File: src/ubx_pkg.sv
// shared types and constants of the ubx frame parser
package ubx_pkg;

   // parse phases
   localparam logic [3:0] PH_SYNC1   = 4'd0;
   localparam logic [3:0] PH_SYNC2   = 4'd1;
   localparam logic [3:0] PH_CLASS   = 4'd2;
   localparam logic [3:0] PH_ID      = 4'd3;
   localparam logic [3:0] PH_LEN_LO  = 4'd4;
   localparam logic [3:0] PH_LEN_HI  = 4'd5;
   localparam logic [3:0] PH_PAYLOAD = 4'd6;
   localparam logic [3:0] PH_CHECK_A = 4'd7;
   localparam logic [3:0] PH_CHECK_B = 4'd8;

   // sync bytes
   localparam logic [7:0] SYNC_FIRST  = 8'hB5;
   localparam logic [7:0] SYNC_SECOND = 8'h62;

   // register indexes
   localparam logic [7:0] REG_NAV_CLASS  = 8'd0;
   localparam logic [7:0] REG_PVT_ID     = 8'd1;
   localparam logic [7:0] REG_STATUS_ID  = 8'd2;
   localparam logic [7:0] REG_ACK_CLASS  = 8'd3;
   localparam logic [7:0] REG_ACK_ID     = 8'd4;
   localparam logic [7:0] REG_NAK_ID     = 8'd5;
   localparam logic [7:0] REG_PVT_MIN    = 8'd6;
   localparam logic [7:0] REG_STATUS_MIN = 8'd7;

   // result kinds
   localparam logic KIND_PAYLOAD = 1'b0;
   localparam logic KIND_VERDICT = 1'b1;

   // frame status codes
   localparam logic [1:0] ST_OK        = 2'd0;
   localparam logic [1:0] ST_CHECKSUM  = 2'd1;
   localparam logic [1:0] ST_TOO_SHORT = 2'd2;
   localparam logic [1:0] ST_UNKNOWN   = 2'd3;

   // message type codes
   localparam logic [2:0] MT_UNKNOWN = 3'd0;
   localparam logic [2:0] MT_PVT     = 3'd1;
   localparam logic [2:0] MT_STATUS  = 3'd2;
   localparam logic [2:0] MT_ACK     = 3'd3;
   localparam logic [2:0] MT_NAK     = 3'd4;

   typedef struct packed {
      logic [7:0]  nav_class_code;
      logic [7:0]  pvt_id_code;
      logic [7:0]  status_id_code;
      logic [7:0]  ack_class_code;
      logic [7:0]  ack_id_code;
      logic [7:0]  nak_id_code;
      logic [15:0] pvt_min_length;
      logic [15:0] status_min_length;
   } cfg_type;

   typedef struct packed {
      logic [3:0]  parse_phase;
      logic [7:0]  sum_a;
      logic [7:0]  sum_b;
      logic [7:0]  frame_class;
      logic [7:0]  frame_id;
      logic [15:0] payload_length;
      logic [15:0] byte_count;
      logic [7:0]  received_check_a;
   } parse_state_type;

   typedef struct packed {
      logic        item_kind;
      logic [7:0]  payload_byte;
      logic [15:0] payload_offset;
      logic [1:0]  frame_status;
      logic [2:0]  message_type;
      logic [7:0]  message_class;
      logic [7:0]  message_id;
      logic [15:0] message_length;
   } result_type;

endpackage

File: src/ubx_step.sv
// next parse state and result for one received byte
module ubx_step #(
   parameter int ACK_MIN_LEN = 2
) (
   input  ubx_pkg::cfg_type         cfg,
   input  ubx_pkg::parse_state_type state_cur,
   input  logic [7:0]               data_byte,
   output ubx_pkg::parse_state_type state_nxt,
   output logic                     res_valid,
   output ubx_pkg::result_type      res
);

   localparam logic [15:0] AckMinLen = 16'(ACK_MIN_LEN);

   logic [7:0]  sum_a_add;
   logic [7:0]  sum_b_add;
   logic [15:0] count_inc;
   logic        nav_hit;
   logic        ack_hit;
   logic        check_ok;
   logic [2:0]  mtype;
   logic [15:0] need;
   logic [1:0]  status;

   assign sum_a_add = state_cur.sum_a + data_byte;
   assign sum_b_add = state_cur.sum_b + sum_a_add;
   assign count_inc = state_cur.byte_count + 16'd1;

   // verdict pieces
   assign nav_hit  = (state_cur.frame_class == cfg.nav_class_code);
   assign ack_hit  = (state_cur.frame_class == cfg.ack_class_code);
   assign check_ok = (state_cur.received_check_a == state_cur.sum_a) &&
                     (data_byte == state_cur.sum_b);

   always_comb begin
      mtype = ubx_pkg::MT_UNKNOWN;
      need  = '0;
      priority if (nav_hit && state_cur.frame_id == cfg.pvt_id_code) begin
         mtype = ubx_pkg::MT_PVT;
         need  = cfg.pvt_min_length;
      end else if (nav_hit && state_cur.frame_id == cfg.status_id_code) begin
         mtype = ubx_pkg::MT_STATUS;
         need  = cfg.status_min_length;
      end else if (ack_hit && state_cur.frame_id == cfg.ack_id_code) begin
         mtype = ubx_pkg::MT_ACK;
         need  = AckMinLen;
      end else if (ack_hit && state_cur.frame_id == cfg.nak_id_code) begin
         mtype = ubx_pkg::MT_NAK;
         need  = AckMinLen;
      end
   end

   always_comb begin
      priority if (!check_ok) begin
         status = ubx_pkg::ST_CHECKSUM;
      end else if (mtype == ubx_pkg::MT_UNKNOWN) begin
         status = ubx_pkg::ST_UNKNOWN;
      end else if (state_cur.payload_length < need) begin
         status = ubx_pkg::ST_TOO_SHORT;
      end else begin
         status = ubx_pkg::ST_OK;
      end
   end

   always_comb begin
      state_nxt = state_cur;
      res_valid = 1'b0;
      res       = '0;
      unique case (state_cur.parse_phase)
         ubx_pkg::PH_SYNC1: begin
            if (data_byte == ubx_pkg::SYNC_FIRST) begin
               state_nxt.parse_phase = ubx_pkg::PH_SYNC2;
            end
         end
         ubx_pkg::PH_SYNC2: begin
            if (data_byte == ubx_pkg::SYNC_SECOND) begin
               state_nxt.parse_phase = ubx_pkg::PH_CLASS;
               state_nxt.sum_a       = '0;
               state_nxt.sum_b       = '0;
            end else if (data_byte != ubx_pkg::SYNC_FIRST) begin
               state_nxt.parse_phase = ubx_pkg::PH_SYNC1;
            end
         end
         ubx_pkg::PH_CLASS: begin
            state_nxt.frame_class = data_byte;
            state_nxt.sum_a       = sum_a_add;
            state_nxt.sum_b       = sum_b_add;
            state_nxt.parse_phase = ubx_pkg::PH_ID;
         end
         ubx_pkg::PH_ID: begin
            state_nxt.frame_id    = data_byte;
            state_nxt.sum_a       = sum_a_add;
            state_nxt.sum_b       = sum_b_add;
            state_nxt.parse_phase = ubx_pkg::PH_LEN_LO;
         end
         ubx_pkg::PH_LEN_LO: begin
            state_nxt.payload_length = {8'd0, data_byte};
            state_nxt.sum_a          = sum_a_add;
            state_nxt.sum_b          = sum_b_add;
            state_nxt.parse_phase    = ubx_pkg::PH_LEN_HI;
         end
         ubx_pkg::PH_LEN_HI: begin
            state_nxt.payload_length = {data_byte, state_cur.payload_length[7:0]};
            state_nxt.sum_a          = sum_a_add;
            state_nxt.sum_b          = sum_b_add;
            state_nxt.byte_count     = '0;
            if (data_byte == 8'd0 && state_cur.payload_length[7:0] == 8'd0) begin
               state_nxt.parse_phase = ubx_pkg::PH_CHECK_A;
            end else begin
               state_nxt.parse_phase = ubx_pkg::PH_PAYLOAD;
            end
         end
         ubx_pkg::PH_PAYLOAD: begin
            state_nxt.sum_a      = sum_a_add;
            state_nxt.sum_b      = sum_b_add;
            state_nxt.byte_count = count_inc;
            if (count_inc >= state_cur.payload_length) begin
               state_nxt.parse_phase = ubx_pkg::PH_CHECK_A;
            end
            res_valid          = 1'b1;
            res.item_kind      = ubx_pkg::KIND_PAYLOAD;
            res.payload_byte   = data_byte;
            res.payload_offset = state_cur.byte_count;
         end
         ubx_pkg::PH_CHECK_A: begin
            state_nxt.received_check_a = data_byte;
            state_nxt.parse_phase      = ubx_pkg::PH_CHECK_B;
         end
         ubx_pkg::PH_CHECK_B: begin
            state_nxt.parse_phase = ubx_pkg::PH_SYNC1;
            res_valid             = 1'b1;
            res.item_kind         = ubx_pkg::KIND_VERDICT;
            res.frame_status      = status;
            res.message_type      = check_ok ? mtype : ubx_pkg::MT_UNKNOWN;
            res.message_class     = state_cur.frame_class;
            res.message_id        = state_cur.frame_id;
            res.message_length    = state_cur.payload_length;
         end
         default: begin
            state_nxt.parse_phase = ubx_pkg::PH_SYNC1;
         end
      endcase
   end

endmodule

File: src/ubx_frame_parser.sv
// top level of the ubx frame parser: byte stream in, payload bytes and verdicts out
//
// channel   direction  handshake             payload
// req_      in         req_valid/req_stall   req_data_byte
// rsp_      out        rsp_valid/rsp_stall   item kind, payload byte/offset, verdict fields
// csr_      in         csr_valid/csr_ready   csr_index, csr_wdata
//
// one byte per cycle sustained when results are not stalled: a byte is held in the
// input register, the parse step runs in the cycle it leaves, and its result lands in
// the output register. the loop that sets the rate is the parse state update. reset
// (synchronous) returns to sync hunt with default codes and needs no clearing pass.
// a stalled result holds the output register and the input register behind it; csr
// writes are always ready.
module ubx_frame_parser #(
   parameter int ACK_MIN_LEN = 2
) (
   input  logic        clock,
   input  logic        reset,
   // received byte stream
   input  logic        req_valid,
   output logic        req_stall,
   input  logic [7:0]  req_data_byte,
   // payload bytes and frame verdicts
   output logic        rsp_valid,
   input  logic        rsp_stall,
   output logic        rsp_item_kind,
   output logic [7:0]  rsp_payload_byte,
   output logic [15:0] rsp_payload_offset,
   output logic [1:0]  rsp_frame_status,
   output logic [2:0]  rsp_message_type,
   output logic [7:0]  rsp_message_class,
   output logic [7:0]  rsp_message_id,
   output logic [15:0] rsp_message_length,
   // register writes
   input  logic        csr_valid,
   output logic        csr_ready,
   input  logic [7:0]  csr_index,
   input  logic [15:0] csr_wdata
);

   // configuration registers
   ubx_pkg::cfg_type         cfg_ff;

   // input stage
   logic                     in_vld_ff;
   logic [7:0]               in_byte_ff;

   // parse state
   ubx_pkg::parse_state_type state_ff;
   ubx_pkg::parse_state_type state_in;
   ubx_pkg::parse_state_type state_rst;

   // output stage
   logic                     out_vld_ff;
   ubx_pkg::result_type      out_ff;
   ubx_pkg::result_type      out_in;
   logic                     step_valid;

   logic                     out_free;
   logic                     advance;

   // output register can take a new value when empty or being drained
   assign out_free  = !out_vld_ff || !rsp_stall;
   // the held byte is processed when the result side has room
   assign advance   = in_vld_ff && out_free;
   // input register refills as it empties
   assign req_stall = in_vld_ff && !out_free;
   assign csr_ready = 1'b1;

   // state after reset: hunting for the first sync byte, everything else zero
   always_comb begin
      state_rst             = '0;
      state_rst.parse_phase = ubx_pkg::PH_SYNC1;
   end

   ubx_step #(
      .ACK_MIN_LEN (ACK_MIN_LEN)
   ) u_step (
      .cfg       (cfg_ff),
      .state_cur (state_ff),
      .data_byte (in_byte_ff),
      .state_nxt (state_in),
      .res_valid (step_valid),
      .res       (out_in)
   );

   // register file, indexes past the list are dropped
   always_ff @(posedge clock) begin
      if (reset) begin
         // default codes in register order: nav class, pvt id, status id, ack class,
         // ack id, nak id, pvt minimum, status minimum
         cfg_ff <= {8'd1, 8'd7, 8'd3, 8'd5, 8'd1, 8'd0, 16'd92, 16'd16};
      end else if (csr_valid && csr_ready) begin
         unique case (csr_index)
            ubx_pkg::REG_NAV_CLASS:  cfg_ff.nav_class_code    <= csr_wdata[7:0];
            ubx_pkg::REG_PVT_ID:     cfg_ff.pvt_id_code       <= csr_wdata[7:0];
            ubx_pkg::REG_STATUS_ID:  cfg_ff.status_id_code    <= csr_wdata[7:0];
            ubx_pkg::REG_ACK_CLASS:  cfg_ff.ack_class_code    <= csr_wdata[7:0];
            ubx_pkg::REG_ACK_ID:     cfg_ff.ack_id_code       <= csr_wdata[7:0];
            ubx_pkg::REG_NAK_ID:     cfg_ff.nak_id_code       <= csr_wdata[7:0];
            ubx_pkg::REG_PVT_MIN:    cfg_ff.pvt_min_length    <= csr_wdata;
            ubx_pkg::REG_STATUS_MIN: cfg_ff.status_min_length <= csr_wdata;
            default: ;
         endcase
      end
   end

   // input stage control
   always_ff @(posedge clock) begin
      if (reset) begin
         in_vld_ff <= 1'b0;
      end else if (!req_stall) begin
         in_vld_ff <= req_valid;
      end
   end

   // input byte, loaded on each request transfer
   always_ff @(posedge clock) begin
      if (req_valid && !req_stall) begin
         in_byte_ff <= req_data_byte;
      end
   end

   // parse state moves once per processed byte
   always_ff @(posedge clock) begin
      if (reset) begin
         state_ff <= state_rst;
      end else if (advance) begin
         state_ff <= state_in;
      end
   end

   // output valid: set by a byte that yields a result, cleared when drained
   always_ff @(posedge clock) begin
      if (reset) begin
         out_vld_ff <= 1'b0;
      end else if (out_free) begin
         out_vld_ff <= advance && step_valid;
      end
   end

   // output payload
   always_ff @(posedge clock) begin
      if (advance && step_valid) begin
         out_ff <= out_in;
      end
   end

   assign rsp_valid          = out_vld_ff;
   assign rsp_item_kind      = out_ff.item_kind;
   assign rsp_payload_byte   = out_ff.payload_byte;
   assign rsp_payload_offset = out_ff.payload_offset;
   assign rsp_frame_status   = out_ff.frame_status;
   assign rsp_message_type   = out_ff.message_type;
   assign rsp_message_class  = out_ff.message_class;
   assign rsp_message_id     = out_ff.message_id;
   assign rsp_message_length = out_ff.message_length;

endmodule
File: config.mk
export PLATFORM = sky130hd
export DESIGN_NAME = ubx_frame_parser
export DESIGN_NICKNAME = d
export VERILOG_FILES = /design/src/ubx_pkg.sv /design/src/ubx_step.sv /design/src/ubx_frame_parser.sv
export SDC_FILE = /design/constraint.sdc
export NUM_CORES = 1
export LEC_CHECK = 0
export ABC_CLOCK_PERIOD_IN_PS = 9800
export BUFFER_PORTS_ARGS = -buffer_cell sky130_fd_sc_hd__buf_4
export CAP_MARGIN = 20
export CORE_MARGIN = 3
export CORE_UTILIZATION = 55
export DETAILED_ROUTE_END_ITERATION = 16
export GPL_ROUTABILITY_DRIVEN = 0
export PLACE_DENSITY_LB_ADDON = 0.3
export SKIP_CTS_REPAIR_TIMING = 1
export SYNTH_ARGS = -nofsm -noshare
export SYNTH_HDL_FRONTEND = slang
export SYNTH_SLANG_ARGS = --single-unit
File: constraint.sdc
create_clock -name clock -period 9.8 [get_ports clock]
set_input_delay 1.47 -clock clock [delete_from_list [all_inputs] [get_ports clock]]
set_output_delay 1.47 -clock clock [all_outputs]
set_load 0.05 [all_outputs]
Yosys cells after proc, flatten, opt, wreduce, memory -nomap -nowiden
Cells that the tools add are included.
Cells by class
  reductions and logical operators: 42
  eq/ne operators: 30
  divide/modulo/power cells: 0
  add/sub/neg operators: 3
  multiply operators: 0
  mux-type cells: 23
  bitwise logic cells: 1
  shift-type cells: 0
  magnitude comparators: 2
Operator list (number)
  16-bit one-hot mux with 2 select lines: 3
  8-bit == test: 8
  16-bit two-way mux: 4
  8-bit by 3-bit == test with 1-bit output, second input constant: 4
  4-bit one-hot mux with 8 select lines: 1
  2-bit AND reduction: 14
  8-bit logical NOT: 3
  16-bit by 1-bit adder with 16-bit output, second input constant: 1
  8-bit adder: 2
  4-bit by 3-bit == test with 1-bit output, second input constant: 4
  8-bit by 2-bit == test with 1-bit output, second input constant: 2
  16-bit >= comparator: 1
  16-bit < comparator: 1
  4-bit two-way mux: 4
  3-bit two-way mux: 4
  1-bit logical AND: 10
  4-bit by 2-bit == test with 1-bit output, second input constant: 2
  8-bit by 1-bit == test with 1-bit output, second input constant: 1
  8-bit by 7-bit == test with 1-bit output, second input constant: 1
  8-bit == test, second input constant: 1
  8-bit != test, second input constant: 1
  2-bit two-way mux: 3
  2-bit by 1-bit != test with 1-bit output, second input constant: 3
  3-bit AND reduction: 2
  13 further kinds: 21
Word-level totals
  memories kept: 0
  word-level logic and storage cells: 130
  ROM bits: 0
  input bits: 37
  bits in latches: 0
  register bits: 228
  memory bits (writable): 0

Depth between registers and ports, before layout
  depth in word-level cells: 10
  depth in mapped cells: 16

Modules after synthesis
Synthesis repeated with hierarchy kept, for this count alone.
Unflattened totals
  cells, all modules: 1289
  area, all modules: 12045.3 µm²
Modules (own cells, without submodules)
  ubx_frame_parser: sequential area each 5265.0 µm², times used 1, cells an instance 712, area each 8062.7 µm²
  ubx_step: sequential area each 0.0 µm², times used 1, cells an instance 577, area each 3982.6 µm²

Worst setup path before layout
OpenSTA, ideal clock, no wires.
  path kind: input -> register
  start: input port rsp_stall
  end: register out_ff, in the netlist rsp_frame_status[0] (enable)
  path buffers: 0
  cell stages on the path: 3
  path slack: 5.055 ns
  data arrival time: 4.261 ns
  data required time: 9.316 ns
  library setup time: 0.484 ns
  cell sequence: nand2_1 nand2_1 nor2_1
Between the ends
  cells in the longest elaborated chain, start to end: 4
Ends and longest elaborated chain
  start: declaration: RTL line ubx_frame_parser.sv:25  | input logic rsp_stall,
  1-bit logical NOT: RTL line ubx_frame_parser.sv:63  | assign out_free = !out_vld_ff || !rsp_stall;
  1-bit logical OR: RTL line ubx_frame_parser.sv:63
  1-bit logical AND: RTL line ubx_frame_parser.sv:65  | assign advance = in_vld_ff && out_free;
  1-bit logical AND: RTL line ubx_frame_parser.sv:144  | if (advance && step_valid) begin
  end signal: assignment: RTL line ubx_frame_parser.sv:145  | out_ff <= out_in;
  end: declaration: RTL line ubx_frame_parser.sv:55  | ubx_pkg::result_type out_ff;
Every way passes these cells.
A chain may end at the register's enable or synchronous reset.

Final worst setup path
  start: register state_ff[45] (netlist name)
  end: register out_ff, in the netlist rsp_frame_status[1], data pin
Between the ends
  cells in the longest elaborated chain, start to end: 9
Ends and longest elaborated chain
  start: declaration: RTL line ubx_frame_parser.sv:49  | ubx_pkg::parse_state_type state_ff;
  start signal: assignment: RTL line ubx_frame_parser.sv:127  | state_ff <= state_rst;
  start signal: assignment: RTL line ubx_frame_parser.sv:129  | state_ff <= state_in;
  8-bit == test: RTL line ubx_step.sv:47  | end else if (ack_hit && state_cur.frame_id == cfg.nak_id_code) begin
  1-bit logical AND: RTL line ubx_step.sv:47
  2-bit two-way mux: RTL line ubx_step.sv:47
  16-bit two-way mux: RTL line ubx_step.sv:44  | end else if (ack_hit && state_cur.frame_id == cfg.ack_id_code) begin
  16-bit two-way mux: RTL line ubx_step.sv:41  | end else if (nav_hit && state_cur.frame_id == cfg.status_id_code) begin
  16-bit two-way mux: RTL line ubx_step.sv:38  | priority if (nav_hit && state_cur.frame_id == cfg.pvt_id_code) begin
  16-bit < comparator: RTL line ubx_step.sv:58  | end else if (state_cur.payload_length < need) begin
  2-bit two-way mux: RTL line ubx_step.sv:58
  2-bit two-way mux (*): RTL line ubx_step.sv:56  | end else if (mtype == ubx_pkg::MT_UNKNOWN) begin
Mark *: on every way between the ends. The rest lies on a longest branch, timed or not.

==> impl_results.md <==
* Setup TNS at 0 ns
* I/O pin count at 102
* 1st-pass router iterations at 5
* Min Hold Slack at 0.458 ns
* Initial antenna violation count at 0
* Die Width at 147 um
* Via density per instance at 5.65
* CTS tree: built
* Startpoint Class: flop
* Adder-Cell Fraction of Synth Area at 0.0564
* Vias at 8,290
* GRT Resource Usage Total at 0.237
* CP Cell Sequence: xor2_1 > nor4_2 > nand2_1 > nor3_2 > a22oi_1 > ha_1 > a21o_1 > a21o_1 > a211o_1 > nor4_1 > a21oi_1 > or3_1 > a21oi_1
* Setup Skew at 0.0188 ns
* Mux cell area share after synthesis at 0.0679
* Synthesized Nets at 1,213
* Compound-Gate Fraction of Synth Area at 0.0999
* Hpwl dp at 17,700 um
* Dpl cells at 1,423
* Aggregate routed wire length at 25,900 um
* Die area at 21,600 um^2
* XOR/XNOR Fraction of Synth Area at 0.0730
* Drt wl/cell at 17.7 um
* CORE AREA at 19,100 um^2
* Final WS setup at 5.66 ns
* PwrDens at 151 nW/um^2
* Clk Tree Root Cell: clkbuf_16
* Hold crit path type: reg -> reg
* Crit path kind: reg -> reg
* CTS buffer count at 23
* Finished Layout Cells at 1,466
* Max incr delay on CP at 0.74 ns
* Worst Tran Pin Value at 1.02 ns
* # rows at 50
* Status: finished, final reports clean
* Sequential area share after synthesis at 0.482
* Yosys cell types at 60
* Port bufs at 100
* Initial cell density of the core at 0.573
* Yosys reg bits at 228
* Total power at 1890 uW
* Number of antenna diodes at 0
* WP data arrival at 4.49 ns
* Clk_lat worst skew at 0.52 ns
* Mean Syn Cell Area at 9.68 um^2
* Synthesized area at 10,900 um^2
* Antenna-violating nets left at 0
* Ys async rst share at 0
* Post-Syn Instances at 1,128
* First-pass GRT wire length at 42,100 um
* Synth top area cells: dfxtp_1 29%, edfxtp_1 19%, mux2i_1 6.7%, ha_1 5.3%, xnor2_1 4.5%
* Vias in the first global route at 8,107
* VDD IR max at 0.000131 V
* Leakage at 0.00509 uW
* Area delta synth->final at 14.4%
* H-Tree Depth at 1
* Commonest cells after routing, fill and taps aside: 158 x dfxtp_1, 126 x nor2_1, 117 x nand2_1, 110 x buf_4, 73 x mux2i_1
* Min Clock Period, post-route at 4.14 ns
* Top achievable clock speed at 242 MHz
* Crit Path Max Fanout at 15
* Share of the synthesized area in the top cell type at 0.290
* Dpl ws at 5.63 ns
* CP Capture Type: flop
* Drt initial violations at 534
* GR Overflow Total at 0
* Synth Area in Simple Gates at 0.182
* Number of flops mapped to enable cells by yosys at 70
* Max-Cap Viols at 0
* Ratio of cells with drive above 1 in the final layout at 0.131
* Main combinational cell family by area after synthesis: simple AND/OR/NAND/NOR gates
* Ys flop type: dfxtp_1
* Fin. Hold Viols at 0
* Fin. max-slew vios at 0
* Slew HR at 0.316
* Syn. warnings at 0
* CP max-delay cell: nor3_2
* Maximum number of pins on one net before global-route repair at 79
* Die Y at 147 um
* Period utilization at 0.422
* RSZ-0062 raised after global routing: no
* Clk sinks at 228
* Detailed-route DRC error count at 0
* Most common cell after layout, fill and taps aside: dfxtp_1
* Setup Viol. Count Final at 0
* Synth area leader: dfxtp_1
* Longest Clk Path Bufs at 3
* Req. time, crit path at 10.15 ns
* Nets@finish at 1,274
* Worst-path clk slew at 0.07 ns
cell usage after synthesis, drive strengths merged, types with 2 or more instances:
cell type  number
o211a           2
nor2          129
inv            26
nand3          30
buf            17
a32o            2
xnor2          56
a21o           11
nand2b          8
a21oi          72
nor3b           3
a211o           4
and3            6
nor4           11
and4            2
nand2         118
a22oi          33
o21a            6
fa              2
a22o            3
dfxtp         158
xor2           35
or2             2
o41ai           2
nor3           15
nor4b           3
mux2i          73
o21ai          23
nand4          18
ha             46
edfxtp         70
o211ai          2
and2           56
a21boi          3
clkbuf         57
or3             3
nor2b           3
a2111oi         2
a211oi          3
nand3b          4
area by class of cell:
| class | count | area (um^2) |
|---|---|---|
| Fill cell | 1514 | 6590 |
| Sequential cell | 228 | 5270 |
| Multi-Input combinational cell | 800 | 5250 |
| Timing Repair Buffer | 110 | 826 |
| Clock buffer | 36 | 674 |
| Tap cell | 260 | 325 |
| Inverter | 26 | 97.6 |
| Clock inverter | 6 | 58.8 |
worst max-delay path: cells and delay by family (launching register included):
kind                     cells  cell delay, ns
AND/OR/NAND/NOR              5            1.91
AO/OA/AOI/OAI                6            1.12
flip-flops                   1            0.48
XOR/XNOR                     1            0.13
adder cells (fa/ha/maj)      1            0.33
final timing paths:
check                       startpoint                                end  slack, ns  cells past startpoint
max          state_ff[45]$_SDFFE_PP0P_  rsp_frame_status[1]$_SDFFCE_PN0P_       5.66                     13
min            cfg_ff[16]$_SDFFE_PP0P_            cfg_ff[16]$_SDFFE_PP0P_       0.46                      2
max reg2reg  state_ff[45]$_SDFFE_PP0P_  rsp_frame_status[1]$_SDFFCE_PN0P_       5.66                     13
min reg2reg    cfg_ff[16]$_SDFFE_PP0P_            cfg_ff[16]$_SDFFE_PP0P_       0.46                      2
per-layer routing:
metal	up-vias	global-route usage	share of wire
li1	4032	-	-
met1	3959	0.325	0.45
met2	240	0.390	0.47
met3	59	0.0321	0.049
met4	0	0.0815	0.035
met5	-	0	0
flip-flops by register name (all words and copies together) (netlist names):
register,cells
rsp_message_id,8
state_ff,76
in_byte_ff,8
rsp_message_length,16
cfg_ff,80
rsp_item_kind,1
in_vld_ff,1
rsp_payload_byte,8
rsp_frame_status,2
rsp_payload_offset,16
rsp_valid,1
rsp_message_type,3
rsp_message_class,8
logic make-up after synthesis:
group	after synthesis
xor gates and xnor gates	91
and+or+nand+nor	413
AOI/OAI and AO/OA	173
buffers and inverters	100
muxes	74
other	1
adders and majority gates	48
DFF	228
per-stage QoR:
| stage | util | instance area, um^2 |
|---|---|---|
| finish | 0.655 | 12500 |
| global route | 0.655 | 12500 |
| CTS | 0.654 | 12500 |
| detailed placement | 0.616 | 11800 |
| global placement | 0.616 | 11800 |
| floorplan | - | 10900 |
report_power, final:
group,internal (uW),total [uW],leakage (uW),switching [uW]
combinational,20.9,53.6,0.00266,32.8
clock,499,854,0.000363,355
sequential,971,985,0.00207,13.9
Note: power is estimated with default switching activity, not from simulation.
